**src/hw/rtl/view_frustum_culling_macros.svh**
```systemverilog
// ----------------------------------------------------------------------------
// Assertion macros for the view frustum culling block
// Shared clocking and reset handling for concurrent checks.
// ----------------------------------------------------------------------------
`ifndef VIEW_FRUSTUM_CULLING_MACROS_SVH
`define VIEW_FRUSTUM_CULLING_MACROS_SVH

// same-cycle implication, checked on every rising clock edge out of reset
`define VFC_ASSERT_IMP(lbl, ante, cons, msg) \
  lbl: assert property (@(posedge clk_i) disable iff (!rst_ni) (ante) |-> (cons)) \
    else $error(msg);

// next-cycle implication
`define VFC_ASSERT_NXT(lbl, ante, cons, msg) \
  lbl: assert property (@(posedge clk_i) disable iff (!rst_ni) (ante) |=> (cons)) \
    else $error(msg);

`endif

```
**src/hw/rtl/vfc_pkg.sv**
```systemverilog
// ----------------------------------------------------------------------------
// vfc_pkg
// Types, constants and helpers shared by the frustum culling modules.
// ----------------------------------------------------------------------------
package vfc_pkg;

  localparam int PlaneCount   = 6;
  localparam int MatDepth     = 16;
  localparam int FRAC_BITS_DEF = 16;
  localparam int AccWidth     = 67;
  localparam int SqrtSteps    = 32;

  typedef enum logic [1:0] {
    MODE_LOAD    = 2'd0,
    MODE_REBUILD = 2'd1,
    MODE_BOX     = 2'd2,
    MODE_SPHERE  = 2'd3
  } mode_e;

  typedef enum logic [3:0] {
    S_IDLE, S_EXT, S_SQM, S_SQA, S_RTS, S_RTW, S_CHK, S_DVS, S_DVW,
    S_WR, S_QM, S_QA, S_QD, S_QC, S_EMIT
  } state_e;

  typedef enum logic {
    MUL_SQ,
    MUL_QRY
  } mul_src_e;

  typedef struct packed {
    logic       item_ld;
    logic       mat_we;
    logic [3:0] mat_addr;
    logic       base_ld;
    logic       vec_ld;
    logic       sub;
    logic [1:0] k;
    logic [2:0] p;
    logic       mul_en;
    mul_src_e   mul_src;
    logic       acc_clr;
    logic       acc_add;
    logic       acc_add_d;
    logic       sqrt_go;
    logic       mag_ld;
    logic       div_go;
    logic       div_ld;
    logic       pln_we;
    logic       vis_clr;
    logic       vis_chk;
    logic       out_set;
  } cmd_t;

  typedef struct packed {
    logic mag_zero;
    logic unit_done;
    logic out_free;
  } sts_t;

  // clamp a 33-bit sum or difference to 32 bits signed
  function automatic logic signed [31:0] sat32(input logic signed [32:0] v);
    logic signed [31:0] r;
    if (v[32] != v[31]) begin
      r = v[32] ? 32'sh8000_0000 : 32'sh7fff_ffff;
    end else begin
      r = v[31:0];
    end
    return r;
  endfunction

endpackage

```
**src/hw/rtl/vfc_ctrl.sv**
```systemverilog
// ----------------------------------------------------------------------------
// vfc_ctrl
// Sequencer for matrix loads, plane rebuilds and shape queries.
// ----------------------------------------------------------------------------
module vfc_ctrl (
  input  logic          clk_i,
  input  logic          rst_ni,
  input  logic          in_valid_i,
  input  logic [1:0]    in_mode_i,
  output logic          in_ready_o,
  input  vfc_pkg::sts_t sts_i,
  output vfc_pkg::cmd_t cmd_o
);

  localparam logic [2:0] LastPlane = 3'(vfc_pkg::PlaneCount - 1);

  vfc_pkg::state_e state_q, state_d;
  logic [2:0] p_q, p_d;
  logic [1:0] k_q, k_d;
  logic       half_q, half_d;

  // next state and loop counters
  always_comb begin
    state_d = state_q;
    p_d     = p_q;
    k_d     = k_q;
    half_d  = half_q;
    case (state_q)
      vfc_pkg::S_IDLE: begin
        p_d    = '0;
        k_d    = '0;
        half_d = 1'b0;
        if (in_valid_i) begin
          case (in_mode_i)
            vfc_pkg::MODE_REBUILD: state_d = vfc_pkg::S_EXT;
            vfc_pkg::MODE_BOX,
            vfc_pkg::MODE_SPHERE:  state_d = vfc_pkg::S_QM;
            default:               state_d = vfc_pkg::S_IDLE;
          endcase
        end
      end
      vfc_pkg::S_EXT: begin
        half_d = ~half_q;
        if (half_q) begin
          if (k_q == 2'd3) begin
            k_d     = '0;
            state_d = vfc_pkg::S_SQM;
          end else begin
            k_d = k_q + 2'd1;
          end
        end
      end
      vfc_pkg::S_SQM: state_d = vfc_pkg::S_SQA;
      vfc_pkg::S_SQA: begin
        if (k_q == 2'd2) begin
          state_d = vfc_pkg::S_RTS;
        end else begin
          k_d     = k_q + 2'd1;
          state_d = vfc_pkg::S_SQM;
        end
      end
      vfc_pkg::S_RTS: state_d = vfc_pkg::S_RTW;
      vfc_pkg::S_RTW: if (sts_i.unit_done) state_d = vfc_pkg::S_CHK;
      vfc_pkg::S_CHK: begin
        k_d     = '0;
        state_d = sts_i.mag_zero ? vfc_pkg::S_WR : vfc_pkg::S_DVS;
      end
      vfc_pkg::S_DVS: state_d = vfc_pkg::S_DVW;
      vfc_pkg::S_DVW: begin
        if (sts_i.unit_done) begin
          if (k_q == 2'd3) begin
            state_d = vfc_pkg::S_WR;
          end else begin
            k_d     = k_q + 2'd1;
            state_d = vfc_pkg::S_DVS;
          end
        end
      end
      vfc_pkg::S_WR: begin
        k_d = '0;
        if (p_q == LastPlane) begin
          state_d = vfc_pkg::S_IDLE;
        end else begin
          p_d     = p_q + 3'd1;
          state_d = vfc_pkg::S_EXT;
        end
      end
      vfc_pkg::S_QM: state_d = vfc_pkg::S_QA;
      vfc_pkg::S_QA: begin
        if (k_q == 2'd2) begin
          // point at the distance term for the offset add
          k_d     = 2'd3;
          state_d = vfc_pkg::S_QD;
        end else begin
          k_d     = k_q + 2'd1;
          state_d = vfc_pkg::S_QM;
        end
      end
      vfc_pkg::S_QD: state_d = vfc_pkg::S_QC;
      vfc_pkg::S_QC: begin
        k_d = '0;
        if (p_q == LastPlane) begin
          state_d = vfc_pkg::S_EMIT;
        end else begin
          p_d     = p_q + 3'd1;
          state_d = vfc_pkg::S_QM;
        end
      end
      vfc_pkg::S_EMIT: if (sts_i.out_free) state_d = vfc_pkg::S_IDLE;
      default: state_d = vfc_pkg::S_IDLE;
    endcase
  end

  // datapath commands
  always_comb begin
    cmd_o      = '0;
    in_ready_o = 1'b0;
    cmd_o.k    = k_q;
    cmd_o.p    = p_q;
    cmd_o.sub  = p_q[0];
    case (state_q)
      vfc_pkg::S_IDLE: begin
        in_ready_o = 1'b1;
        if (in_valid_i) begin
          cmd_o.item_ld = 1'b1;
          case (in_mode_i)
            vfc_pkg::MODE_LOAD: cmd_o.mat_we = 1'b1;
            vfc_pkg::MODE_BOX,
            vfc_pkg::MODE_SPHERE: begin
              cmd_o.vis_clr = 1'b1;
              cmd_o.acc_clr = 1'b1;
            end
            default: cmd_o.item_ld = 1'b1;
          endcase
        end
      end
      vfc_pkg::S_EXT: begin
        // base column entry first, then the row entry for this plane
        cmd_o.mat_addr = half_q ? {k_q, p_q[2:1]} : {k_q, 2'b11};
        cmd_o.base_ld  = ~half_q;
        cmd_o.vec_ld   = half_q;
        cmd_o.acc_clr  = half_q && (k_q == 2'd3);
      end
      vfc_pkg::S_SQM: begin
        cmd_o.mul_en  = 1'b1;
        cmd_o.mul_src = vfc_pkg::MUL_SQ;
      end
      vfc_pkg::S_SQA:  cmd_o.acc_add = 1'b1;
      vfc_pkg::S_RTS:  cmd_o.sqrt_go = 1'b1;
      vfc_pkg::S_RTW:  cmd_o.mag_ld  = sts_i.unit_done;
      vfc_pkg::S_DVS:  cmd_o.div_go  = 1'b1;
      vfc_pkg::S_DVW:  cmd_o.div_ld  = sts_i.unit_done;
      vfc_pkg::S_WR:   cmd_o.pln_we  = 1'b1;
      vfc_pkg::S_QM: begin
        cmd_o.mul_en  = 1'b1;
        cmd_o.mul_src = vfc_pkg::MUL_QRY;
      end
      vfc_pkg::S_QA:   cmd_o.acc_add   = 1'b1;
      vfc_pkg::S_QD:   cmd_o.acc_add_d = 1'b1;
      vfc_pkg::S_QC: begin
        cmd_o.vis_chk = 1'b1;
        cmd_o.acc_clr = 1'b1;
      end
      vfc_pkg::S_EMIT: cmd_o.out_set = sts_i.out_free;
      default:         cmd_o.acc_clr = 1'b0;
    endcase
  end

  always_ff @(posedge clk_i or negedge rst_ni) begin
    if (!rst_ni) begin
      state_q <= vfc_pkg::S_IDLE;
      p_q     <= '0;
      k_q     <= '0;
      half_q  <= 1'b0;
    end else begin
      state_q <= state_d;
      p_q     <= p_d;
      k_q     <= k_d;
      half_q  <= half_d;
    end
  end

endmodule

```
**config.mk**
```make
export PLATFORM = sky130hd
export DESIGN_NAME = vfc_ctrl
export DESIGN_NICKNAME = d
export VERILOG_FILES = /design/src/hw/rtl/view_frustum_culling_macros.svh /design/src/hw/rtl/vfc_pkg.sv /design/src/hw/rtl/vfc_ctrl.sv
export SDC_FILE = /design/constraint.sdc
export NUM_CORES = 1
export LEC_CHECK = 0
export ABC_AREA = 1
export BUFFER_PORTS_ARGS = -buffer_cell sky130_fd_sc_hd__buf_2
export CAP_MARGIN = 20
export CELL_PAD_IN_SITES_DETAIL_PLACEMENT = 1
export CELL_PAD_IN_SITES_GLOBAL_PLACEMENT = 2
export CORE_MARGIN = 2
export CORE_UTILIZATION = 27
export DETAILED_ROUTE_END_ITERATION = 8
export PLACE_DENSITY_LB_ADDON = 0.1
export SYNTH_ARGS = -nofsm -noshare
export SYNTH_HDL_FRONTEND = slang
export SYNTH_SLANG_ARGS = --single-unit
```
**constraint.sdc**
```tcl
create_clock -name clk_i -period 1.8 [get_ports clk_i]
set_input_delay 0.27 -clock clk_i [delete_from_list [all_inputs] [get_ports clk_i]]
set_output_delay 0.27 -clock clk_i [all_outputs]
set_load 0.1 [all_outputs]
```
==> impl_metrics.py <==
metrics = {
    "drt": {
        "drc": 0,
        "antenna_left": 0,
        "wl_mm": 4.67,
        "initialDrtViolationCount": 48,
        "route.vias.total": 1346,
        "first_pass_iters": 4,
        "wl_per_cell_um": 17.1,
        "vias_per_cell": 4.93,
    },
    "die": {
        "rows": 22,
        "die_area_um2": 4390,
        "start_util_pct": 28.4,
        "die_w_um": 66.3,
        "coreArea_um2": 3690,
        "io_pins": 36,
        "die_h_um": 66.3,
    },
    "global_routing": {
        "grt_pass1_vias": 1443,
        "antenna_found_initial": 0,
        "grt_pass1_wl_mm": 7.29,
        "grt_start_max_net_pins": 11,
        "groute.usage.overall_pct": 22.2,
        "grt_overflow_total": 0,
    },
    "finish": {
        "area_delta_synth_final_pct": 107,
        "instances_no_fill": 273,
        "layout_common_cells": "27 x nand2_1, 24 x buf_12, 23 x buf_4, 19 x inv_1, 17 x nand3_1",
        "drive_gt1_share_pct": 60.4,
        "antennaDiodeCount": 0,
        "layout_commonest_cell": "nand2_1",
        "nNetsFinal": 238,
    },
    "synthesis": {
        "yosysWarnings": 0,
        "ys_types": 24,
        "avgSynthCellArea_um2": 6.59,
        "syn-cell-area_um2": 1050,
        "synth_seq_cells": 10,
        "syn_inst": 159,
        "yosysSeqAreaShare_pct": 23.9,
        "syn-num-nets": 171,
    },
    "placement": {
        "placed_cells": 245,
        "dpl.hpwl_mm": 3.15,
        "io_buffers": 35,
        "pre_cts_slack_ns": 0.131,
        "finalWeightedCongestion": 0.870,
    },
    "cts": {
        "htreeDepth": 1,
        "cts_buffer_depth": 2,
        "cts-root-buf": "clkbuf_8",
        "clkSinkCount": 10,
        "clock_latency_ns": 0.25,
        "cts_tree": "done",
        "numCtsBuffers": 3,
        "clk_pin_slew_ns": 0.06,
    },
    "sta": {
        "slew_violations": 0,
        "period_minus_slack_ns": 1.89,
        "setup_violations": 6,
        "rsz0062_at_grt": "yes",
        "whs_ns": 0.384,
        "skew_ns": 0.00850,
        "worst_slack_ns": -0.0924,
        "fin_crit_sh_pct": 105,
        "tightest_slew_ns": 0.488,
        "worst_slew_margin_rel_pct": 67.7,
        "hold_viol_final": 0,
        "max_freq_ghz": 0.528,
    },
    "run_status": {
        "failed_checks": "negative setup slack",
        "outcome": "complete, but fails checks",
    },
    "worst_setup_path": {
        "crit_fanout": 4,
        "worstPathRequired_ns": 1.53,
        "critPathKind": "reg2out",
        "critPathArrivalTime_ns": 1.62,
        "critPathSlowestCell": "dfrtp_2",
        "path_cells": "buf_12 -> inv_8 -> nor2_4 -> nand2_4 -> nor2_4 -> a211o_4 -> buf_12",
        "endpoint_kind": "output port",
        "max_stage_delay_ns": 0.45,
        "start_kind": "flop",
    },
    "flow_run": {
        "drv_cap": 0,
    },
    "hold_path": {
        "hp-class": "in2reg",
    },
}
## metal layers
metal  global-route usage [%]  routed length (µm)  vias to the layer above  part of all wire, %
li1                         -                   -                      637                    -
met1                     26.3                1870                      659                   40
met2                     39.0                2460                       40                   53
met3                     2.73                 198                       10                  4.2
met4                     11.2                 135                        0                  2.9
met5                        0                   0                        -                    0
## state kept, by name, summed over array words and instances, names as in the netlist
register	count
half_q	1
k_q	2
state_q	4
p_q	3
## metrics by stage
| step | utilization [%] | TNS [ns] | instance area [µm²] |
|---|---|---|---|
| 2_1_floorplan | - | -1.02 | 1210 |
| 3_3_place_gp | 48.4 | 0 | 1790 |
| 3_5_place_dp | 48.4 | 0 | 1790 |
| 4_1_cts | 56.3 | -0.140 | 2080 |
| 5_1_grt | 58.7 | -0.699 | 2170 |
| 6_report | 58.7 | -0.222 | 2170 |
## what timing repair did
| action | 4_1_cts | 5_1_grt |
|---|---|---|
| setup endpoints to repair | 7 | 15 |
| gates cloned | 0 | 0 |
| gates resized for setup | 20 | 14 |
| pin swaps | 8 | 6 |
| hold buffers | 1 | 0 |
| buffers inserted | 19 | 4 |
| endpoints found under the hold margin | 10 | 0 |
## layout make-up
type / count / area [µm²]
repair buffers: 66 / 785
fillers: 460 / 1520
well taps: 48 / 60.1
multi-input cells: 118 / 875
flip-flops and latches: 10 / 260
clock buffers: 4 / 55.1
inverters: 27 / 131
## path summary, 6_finish.rpt
| check | from | endpoint | slack (ns) | depth (start not counted) |
|---|---|---|---|---|
| max | state_q[0]$_DFFE_PN0P_ | cmd_o[10] | -0.09 | 7 |
| min | sts_i[0] | state_q[1]$_DFFE_PN0P_ | 0.38 | 4 |
| max reg2reg | state_q[0]$_DFFE_PN0P_ | state_q[3]$_DFFE_PN0P_ | 0.08 | 10 |
| min reg2reg | k_q[1]$_DFFE_PN0P_ | k_q[1]$_DFFE_PN0P_ | 0.55 | 2 |
| max in group asynchronous | rst_ni | state_q[1]$_DFFE_PN0P_ | 1.10 | 2 |
| min in group asynchronous | rst_ni | half_q$_DFFE_PN0P_ | 0.44 | 2 |
## kinds of logic after synthesis
logic type	synth area share, %
and+or+nand+nor	49.3
buffers and inverters	13.5
AOI/OAI and AO/OA	8.48
DFF	23.9
adders and majority gates	4.78
## worst max-delay path, delay by kind of cell, from the launching register on
kind | cells | cell delay [ns]
AND/OR/NAND/NOR | 3 | 0.22
flip-flops | 1 | 0.45
AO/OA/AOI/OAI | 1 | 0.33
buffers and inverters | 3 | 0.37
## Yosys cell counts (all sizes together)
master | count | area, µm²
nor4 | 1 | 6.26
dfrtp | 10 | 250
o21a | 1 | 7.51
nand3 | 20 | 110
nand2 | 45 | 221
a211o | 1 | 8.76
buf | 4 | 37.5
nor3 | 4 | 20.0
nor2 | 27 | 146
o21ai | 9 | 52.6
nand4 | 2 | 12.5
ha | 4 | 50.1
inv | 27 | 104
a21oi | 4 | 20.0
Power is not shown: default switching activity piles up to over one toggle a cycle in this logic, so the estimate is an artifact.
